### src/rtl/bcc_pkg.sv
`default_nettype none
// ----------------------------------------------------------------------------
// Button click classifier package
// Shared types and constants for the button click classifier.
// ----------------------------------------------------------------------------
package bcc_pkg;

   // Request kinds carried on the request tuser.
   localparam logic FUNC_TICK = 1'b0;
   localparam logic FUNC_READ = 1'b1;

   // Action codes.
   localparam logic [3:0] ACT_NONE  = 4'd0;
   localparam logic [3:0] ACT_CLICK = 4'd1;
   localparam logic [3:0] ACT_LONG  = 4'd8;

   // Largest click count that can ever be reported.
   localparam logic [3:0] CLICK_LIMIT = 4'd7;

   // Phase codes of the click state machine.
   localparam logic [1:0] PH_IDLE   = 2'd0;
   localparam logic [1:0] PH_PRESS  = 2'd1;
   localparam logic [1:0] PH_WINDOW = 2'd2;

   // Configuration register indexes.
   localparam logic [2:0] REG_LONG_PRESS   = 3'd0;
   localparam logic [2:0] REG_CLICK_WINDOW = 3'd1;
   localparam logic [2:0] REG_MAX_CLICKS   = 3'd2;
   localparam logic [2:0] REG_MULTI_ENABLE = 3'd3;
   localparam logic [2:0] REG_DEBOUNCE     = 3'd4;

   // Configuration as seen by the classifier core.
   typedef struct packed {
      logic [15:0] long_press_ticks;
      logic [15:0] click_window_ticks;
      logic [2:0]  max_clicks;
      logic        multi_click_enable;
      logic [7:0]  debounce_ticks;
   } cfg_type;

endpackage
`default_nettype wire

### src/rtl/bcc_csr.sv
`default_nettype none
// ----------------------------------------------------------------------------
// Button click classifier configuration registers
// Holds the five configuration registers, written through a plain write port.
// ----------------------------------------------------------------------------
module bcc_csr
   import bcc_pkg::*;
(
   input  wire logic        clock,
   input  wire logic        reset,
   input  wire logic        csr_we,
   input  wire logic [2:0]  csr_index,
   input  wire logic [15:0] csr_wdata,
   output cfg_type          cfg
);

   cfg_type cfg_ff;
   cfg_type cfg_in;

   // Decode the register index; unknown indexes are ignored.
   always_comb begin
      cfg_in = cfg_ff;
      if (csr_we) begin
         unique case (csr_index)
            REG_LONG_PRESS:   cfg_in.long_press_ticks   = csr_wdata;
            REG_CLICK_WINDOW: cfg_in.click_window_ticks = csr_wdata;
            REG_MAX_CLICKS:   cfg_in.max_clicks         = csr_wdata[2:0];
            REG_MULTI_ENABLE: cfg_in.multi_click_enable = csr_wdata[0];
            REG_DEBOUNCE:     cfg_in.debounce_ticks     = csr_wdata[7:0];
            default:          cfg_in = cfg_ff;
         endcase
      end
   end

   always_ff @(posedge clock) begin
      if (reset) begin
         cfg_ff.long_press_ticks   <= 16'd1000;
         cfg_ff.click_window_ticks <= 16'd0;
         cfg_ff.max_clicks         <= 3'd1;
         cfg_ff.multi_click_enable <= 1'b0;
         cfg_ff.debounce_ticks     <= 8'd20;
      end else begin
         cfg_ff <= cfg_in;
      end
   end

   assign cfg = cfg_ff;

endmodule
`default_nettype wire

### src/rtl/bcc_core.sv
`default_nettype none
// ----------------------------------------------------------------------------
// Button click classifier core
// Debounce sampler, elapsed counters and the click state machine.
// ----------------------------------------------------------------------------
module bcc_core
   import bcc_pkg::*;
(
   input  wire logic       clock,
   input  wire logic       reset,
   input  wire cfg_type    cfg,
   input  wire logic       tick_en,
   input  wire logic       pin,
   input  wire logic       read_en,
   output logic [3:0]      pending_action
);

   logic [1:0]  phase_ff, phase_in;
   logic        sampled_ff, sampled_in;
   logic        previous_ff, previous_in;
   logic [7:0]  deb_ff, deb_in;
   logic [15:0] press_ff, press_in;
   logic [15:0] release_ff, release_in;
   logic [3:0]  count_ff, count_in;
   logic [3:0]  action_ff, action_in;

   logic [7:0]  deb_inc;
   logic [15:0] press_inc;
   logic [15:0] release_inc;
   logic [3:0]  count_inc;
   logic        level;
   logic        pressed_now;
   logic        released_now;
   logic [3:0]  max_ext;

   // Saturating increments of the elapsed counters.
   assign deb_inc     = (deb_ff == 8'hFF) ? deb_ff : deb_ff + 8'd1;
   assign press_inc   = (press_ff == 16'hFFFF) ? press_ff : press_ff + 16'd1;
   assign release_inc = (release_ff == 16'hFFFF) ? release_ff : release_ff + 16'd1;
   assign count_inc   = count_ff + 4'd1;
   assign max_ext     = {1'b0, cfg.max_clicks};

   // The pin is sampled once the debounce period has run out.
   assign level        = (deb_inc >= cfg.debounce_ticks) ? pin : sampled_ff;
   assign pressed_now  = !level && previous_ff;
   assign released_now = level && !previous_ff;

   // Next state for one tick or one read.
   always_comb begin
      phase_in    = phase_ff;
      sampled_in  = sampled_ff;
      previous_in = previous_ff;
      deb_in      = deb_ff;
      press_in    = press_ff;
      release_in  = release_ff;
      count_in    = count_ff;
      action_in   = action_ff;

      if (read_en) begin
         action_in = ACT_NONE;
      end else if (tick_en) begin
         deb_in      = (deb_inc >= cfg.debounce_ticks) ? 8'd0 : deb_inc;
         sampled_in  = level;
         previous_in = level;
         press_in    = press_inc;
         release_in  = release_inc;

         unique case (phase_ff)
            PH_PRESS: begin
               if (released_now) begin
                  if (press_inc < cfg.long_press_ticks) begin
                     if (cfg.multi_click_enable) begin
                        count_in   = count_inc;
                        release_in = 16'd0;
                        if (count_inc > max_ext) begin
                           action_in = ACT_NONE;
                           count_in  = 4'd0;
                           phase_in  = PH_IDLE;
                        end else begin
                           phase_in = PH_WINDOW;
                        end
                     end else begin
                        action_in = ACT_CLICK;
                        phase_in  = PH_IDLE;
                        press_in  = 16'd0;
                     end
                  end else begin
                     action_in = ACT_LONG;
                     phase_in  = PH_IDLE;
                  end
               end else if (!level && press_inc >= cfg.long_press_ticks) begin
                  // Long press reported while the button is still held.
                  action_in = ACT_LONG;
                  phase_in  = PH_IDLE;
                  press_in  = 16'd0;
               end
            end
            PH_WINDOW: begin
               if (pressed_now) begin
                  press_in = 16'd0;
                  phase_in = PH_PRESS;
               end else if (release_inc > cfg.click_window_ticks) begin
                  action_in = (count_ff <= max_ext && count_ff <= CLICK_LIMIT) ?
                              count_ff : ACT_NONE;
                  count_in  = 4'd0;
                  phase_in  = PH_IDLE;
               end
            end
            default: begin
               // Idle, and the unused code, which behaves as idle.
               if (pressed_now) begin
                  press_in = 16'd0;
                  phase_in = PH_PRESS;
               end
            end
         endcase
      end
   end

   always_ff @(posedge clock) begin
      if (reset) begin
         phase_ff    <= PH_IDLE;
         sampled_ff  <= 1'b1;
         previous_ff <= 1'b0;
         deb_ff      <= 8'd0;
         press_ff    <= 16'd0;
         release_ff  <= 16'd0;
         count_ff    <= 4'd0;
         action_ff   <= ACT_NONE;
      end else begin
         phase_ff    <= phase_in;
         sampled_ff  <= sampled_in;
         previous_ff <= previous_in;
         deb_ff      <= deb_in;
         press_ff    <= press_in;
         release_ff  <= release_in;
         count_ff    <= count_in;
         action_ff   <= action_in;
      end
   end

   assign pending_action = action_ff;

endmodule
`default_nettype wire

### src/rtl/button_click_classifier.sv
`default_nettype none
// ----------------------------------------------------------------------------
// Button click classifier
// Classifies presses of an active-low button into clicks, click counts and
// long presses, and returns the pending action on a read request.
// ----------------------------------------------------------------------------
// The block takes one request per clock cycle while the request side is not
// stalled. A request is captured in an input register and applied to the
// classifier state from there; a read passes its action from the input
// register into the response register, from which the sink takes it. The
// request side stalls only while a read waits in the input register and the
// response register holds an action that the sink has not yet taken.
// Configuration must be written while no request is in flight.
module button_click_classifier
   import bcc_pkg::*;
(
   input  wire logic        clock,
   input  wire logic        reset,
   // Request channel.
   input  wire logic        req_tvalid,
   output logic             req_tready,
   input  wire logic [7:0]  req_tdata,   // [0] pin_level, [7:1] zero
   input  wire logic [0:0]  req_tuser,   // [0] func
   // Response channel.
   output logic             rsp_tvalid,
   input  wire logic        rsp_tready,
   output logic [7:0]       rsp_tdata,   // [3:0] action, [7:4] zero
   // Configuration write port.
   input  wire logic        csr_we,
   input  wire logic [2:0]  csr_index,
   input  wire logic [15:0] csr_wdata
);

   cfg_type    cfg;
   logic       in_valid_ff, in_valid_in;
   logic       in_func_ff, in_func_in;
   logic       in_pin_ff, in_pin_in;
   logic       out_valid_ff, out_valid_in;
   logic [3:0] out_action_ff, out_action_in;
   logic       out_free;
   logic       consume;
   logic       req_take;
   logic [3:0] pending_action;

   bcc_csr u_csr (
      .clock     (clock),
      .reset     (reset),
      .csr_we    (csr_we),
      .csr_index (csr_index),
      .csr_wdata (csr_wdata),
      .cfg       (cfg)
   );

   bcc_core u_core (
      .clock          (clock),
      .reset          (reset),
      .cfg            (cfg),
      .tick_en        (consume && (in_func_ff == FUNC_TICK)),
      .pin            (in_pin_ff),
      .read_en        (consume && (in_func_ff == FUNC_READ)),
      .pending_action (pending_action)
   );

   // A read leaves the input register only when the response register is free.
   assign out_free   = !out_valid_ff || rsp_tready;
   assign consume    = in_valid_ff && ((in_func_ff == FUNC_TICK) || out_free);
   assign req_tready = !in_valid_ff || consume;
   assign req_take   = req_tvalid && req_tready;

   // Input register.
   always_comb begin
      in_valid_in = in_valid_ff;
      in_func_in  = in_func_ff;
      in_pin_in   = in_pin_ff;
      if (req_take) begin
         in_valid_in = 1'b1;
         in_func_in  = req_tuser[0];
         in_pin_in   = req_tdata[0];
      end else if (consume) begin
         in_valid_in = 1'b0;
      end
   end

   // Response register.
   always_comb begin
      out_valid_in  = out_valid_ff;
      out_action_in = out_action_ff;
      if (consume && (in_func_ff == FUNC_READ)) begin
         out_valid_in  = 1'b1;
         out_action_in = pending_action;
      end else if (rsp_tready) begin
         out_valid_in = 1'b0;
      end
   end

   always_ff @(posedge clock) begin
      if (reset) begin
         in_valid_ff  <= 1'b0;
         out_valid_ff <= 1'b0;
      end else begin
         in_valid_ff  <= in_valid_in;
         out_valid_ff <= out_valid_in;
      end
      in_func_ff    <= in_func_in;
      in_pin_ff     <= in_pin_in;
      out_action_ff <= out_action_in;
   end

   assign rsp_tvalid = out_valid_ff;
   assign rsp_tdata  = {4'd0, out_action_ff};

endmodule
`default_nettype wire
### config.mk
export PLATFORM = sky130hd
export DESIGN_NAME = button_click_classifier
export DESIGN_NICKNAME = d
export VERILOG_FILES = /design/src/rtl/bcc_pkg.sv /design/src/rtl/bcc_csr.sv /design/src/rtl/bcc_core.sv /design/src/rtl/button_click_classifier.sv
export SDC_FILE = /design/constraint.sdc
export NUM_CORES = 1
export LEC_CHECK = 0
export ABC_AREA = 1
export BUFFER_PORTS_ARGS = -buffer_cell sky130_fd_sc_hd__buf_4
export CORE_MARGIN = 10
export CORE_UTILIZATION = 40
export DETAILED_ROUTE_END_ITERATION = 6
export GPL_TIMING_DRIVEN = 0
export PLACE_DENSITY = 0.61
export SETUP_SLACK_MARGIN = 0.2
export SLEW_MARGIN = 5
export SYNTH_ARGS = -nofsm -noshare
export SYNTH_HDL_FRONTEND = slang
export SYNTH_SLANG_ARGS = --single-unit
### constraint.sdc
create_clock -name clock -period 4 [get_ports clock]
set_input_delay 0.6 -clock clock [delete_from_list [all_inputs] [get_ports clock]]
set_output_delay 0.6 -clock clock [all_outputs]
set_load 0.03 [all_outputs]
==> metrics.csv <==
stage,metric,value,unit
logic_synthesis,async_reset_ff_share,0,%
sta,fin_worst_skew,0.00801,ns
setup_path,crit_path_frequent_cell,a21oi_1,
global_routing,grt_max_degree,17,
cells_and_area,antenna_cells,0,
detailed_routing,drt_iter0_markers,274,
floorplan,row_count,45,
clock_network,clock_sinks,104,
sta,setup_tns,0,ns
sta,fin_crit,3.42,ns
detailed_routing,avgViaCountPerCell,4.95,
sta,worst_pin_slew,0.709,ns
placed_design,dp_hpwl,12400,µm
placed_design,place_inst,1099,
power_and_ir_drop,leakagePower,0.00305,µW
floorplan,dieHeight,145,µm
run,cap_viol_max_count,0,
setup_path,path_buf_inv,3,
logic_synthesis,yosysMostFrequentCell,nand2_1,
global_routing,grt_usage,15.8,%
detailed_routing,drtPass1Iterations,5,
floorplan,start_util,40.9,%
setup_path,start_kind,register,
clock_network,clk_path_buf_depth,2,
detailed_routing,drc,0,
global_routing,grt_pass1_vias,5314,
logic_synthesis,yosys_warnings,0,
cells_and_area,nets,1009,
setup_path,cp_max_fo,10,
worst_hold_path,hold_class,in2reg,
detailed_routing,post_drt_wl_per_cell,14.1,µm
floorplan,fp.dieW,145,µm
logic_synthesis,synth_edf_count,6,
setup_path,path_delay_family,simple AND/OR/NAND/NOR gates,
logic_synthesis,synth_top_area_cell,dfxtp_1,
clock_network,root_buffer,clkbuf_16,
logic_synthesis,synth.avg_cell_area,7.10,µm²
sta,hold_viol,0,
outcome,status,"finished, final reports clean",
placed_design,portBuffers,31,
logic_synthesis,synth_common_cells,"189 x nand2_1, 116 x inv_1, 98 x a21oi_1, 98 x dfxtp_1, 79 x nor2_1",
cells_and_area,fillers,1572,
sta,slew_violations,0,
global_routing,grt_overflow,0,
floorplan,coreArea,15200,µm²
setup_path,cpPeakStageDelay,0.42,ns
placed_design,gp_congestion,0.899,
setup_path,endpoint_kind,register,
cells_and_area,area_growth,13.0,%
setup_path,critPathKind,reg2reg,
logic_synthesis,synth_top_area_share,31.5,%
sta,slew_headroom,52.8,%
clock_network,worstSkewPairLatency,0.35,ns
logic_synthesis,synthFlopType,dfxtp_1,
power_and_ir_drop,vdd_drop_max,0.000203,V
setup_path,cp_cell_sequence,ha_1 > nand2_1 > nor3_2 > and2_1 > nand4_1 > inv_1 > a21oi_1 > o21ai_0 > ha_1 > a21oi_1 > o21ai_1 > a21oi_2 > buf_4 > nand3_1 > nor2_1 > o21ai_4 > buf_6 > nand3_1 > a21oi_1,
logic_synthesis,synth_area_leaders,"dfxtp_1 32%, nand2_1 11%, ha_1 10%, a21oi_1 7.9%, inv_1 7.0%",
clock_network,cts_tree,done,
sta,rsz0062_at_grt,no,
logic_synthesis,syn_inst,877,
power_and_ir_drop,p_per_area,315,nW/µm²
floorplan,dieArea,20900,µm²
detailed_routing,route.vias.total,5524,
global_routing,grt_pass1_wl,26300,µm
global_routing,antenna_found_initial,0,
logic_synthesis,syn_area,6220,µm²
setup_path,crit_arrival,3.64,ns
setup_path,slowest_stage,dfxtp_1,
detailed_routing,drt-total-wl,15800,µm
logic_synthesis,synth.distinct_cells,44,
sta,period_share,85.6,%
sta,fmax,0.292,GHz
setup_path,cp.required,4.21,ns
clock_network,htreeDepth,3,
cells_and_area,final-instance-count-excl-fill,1117,
logic_synthesis,ys_seq_elements,104,
detailed_routing,final_antenna_net_count,0,
cells_and_area,post_route_cells_drive_above_1_share,10.5,%
clock_network,cts.reportedPaths.clkPinSlew,0.07,ns
clock_network,cts_buffers,9,
logic_synthesis,seq_area_frac_synth,34.4,%
sta,finalSetupViolCount,0,
floorplan,ios,43,
==> metrics by stage <==
| step | utilization (%) | setup slack [ns] | hold slack [ns] | cell area [µm²] | power (µW) |
|---|---|---|---|---|---|
| after floorplan | - | 1.17 | 0.408 | 6230 | 1250 |
| after global placement | 44.1 | 0.489 | 0.413 | 6700 | 1330 |
| after detailed placement | 44.1 | 0.533 | 0.419 | 6700 | 1330 |
| after CTS | 46.1 | 0.496 | 0.411 | 7000 | 2240 |
| after global routing | 46.3 | 0.224 | 0.416 | 7030 | 2310 |
| final | 46.3 | 0.575 | 0.421 | 7030 | 2210 |
==> logic make-up (layout without fill, tap and decap cells) <==
family / after synthesis / after routing / share of synthesized area, %
adders and majority gates: 52 / 52 / 10.5
AOI/OAI and AO/OA: 179 / 179 / 16.0
buffers and inverters: 151 / 200 / 9.53
xor gates and xnor gates: 25 / 25 / 3.52
other: 1 / 4 / 0.0603
and+or+nand+nor: 365 / 365 / 26.0
DFF: 104 / 104 / 34.4
==> worst register-to-register path, cell delays in order (launching register included) <==
cell     delay (ns)
dfxtp_1        0.42
ha_1           0.21
nand2_1        0.09
nor3_2         0.21
and2_1         0.22
nand4_1        0.15
inv_1          0.13
a21oi_1        0.04
o21ai_0        0.18
ha_1           0.34
a21oi_1        0.16
o21ai_1        0.09
a21oi_2        0.16
buf_4          0.15
nand3_1        0.07
nor2_1         0.24
o21ai_4        0.11
buf_6          0.18
nand3_1        0.06
a21oi_1        0.07
==> worst paths after layout <==
path / startpoint / to / slack (ns) / cells past startpoint
worst min-delay path: req_tuser / in_func_ff / 0.42 / 1
worst max-delay path: u_core.press_ff[0] / u_core.press_ff[8] / 0.58 / 19
worst max register to register: u_core.press_ff[0] / u_core.press_ff[8] / 0.58 / 19
worst min register to register: u_core.pending_action[1] / out_action_ff[1] / 0.44 / 0
==> layout by cell type (no fill, tap or decap), drive strengths merged, types with 2 or more instances in the layout <==
cell    synthesis  routed
xor2           17      17
inv           124     124
nand3          47      47
o21a            2       2
o21ai          57      57
o211ai          9       9
nor4            3       3
nand4          13      13
a31oi           3       3
conb            1       4
edfxtp          6       6
clkbuf         21      32
o21bai          2       2
xnor2           8       8
buf             6      39
a21o            2       2
nor3           16      16
a21oi         102     102
nor2           87      87
clkinv          0       3
nand2         196     196
dfxtp          98      98
ha             52      52
==> repair_timing <==
| item | CTS | global route |
|---|---|---|
| resized for setup | 0 | 1 |
| endpoints found under the setup margin | 0 | 12 |
| buffers inserted | 0 | 2 |
| hold buffers | 0 | 0 |
==> metal layers <==
| metal | GRT usage [%] | wire, µm | vias up |
|---|---|---|---|
| met1 | 19.8 | 7430 | 2488 |
| met4 | 4.47 | 193 | 0 |
| met5 | 0 | 0 | - |
| met3 | 2.64 | 550 | 11 |
| met2 | 27.2 | 7610 | 74 |
| li1 | - | - | 2951 |
==> report_power, final <==
group	switching, µW	leakage [µW]	internal (µW)
registers	12.5	0.000852	1070
logic	147	0.00205	80.7
clock network	403	0.000145	502
total	562	0.00305	1650
==> registers in the layout, summed over array words and instances (netlist names) <==
name	count
in_func_ff	1
in_pin_ff	1
in_valid_ff	1
out_action_ff	4
rsp_tvalid	1
u_core.count_ff	4
u_core.deb_ff	8
u_core.pending_action	4
u_core.phase_ff	2
u_core.press_ff	16
u_core.previous_ff	1
u_core.release_ff	16
u_core.sampled_ff	1
u_csr.cfg	44
==> final cells by class <==
cell class | instances | area (µm²) | area share (%)
plain buffers | 27 | 128 | 1.81
well taps | 188 | 235 | 3.34
repair buffers | 33 | 260 | 3.70
flip-flops and latches | 104 | 2140 | 30.5
multi-input cells | 625 | 3500 | 49.8
clock inverters | 5 | 56.3 | 0.800
clock buffers | 11 | 243 | 3.45
inverters | 124 | 465 | 6.62
No activity file was read; power rests on OpenSTA's default activity.
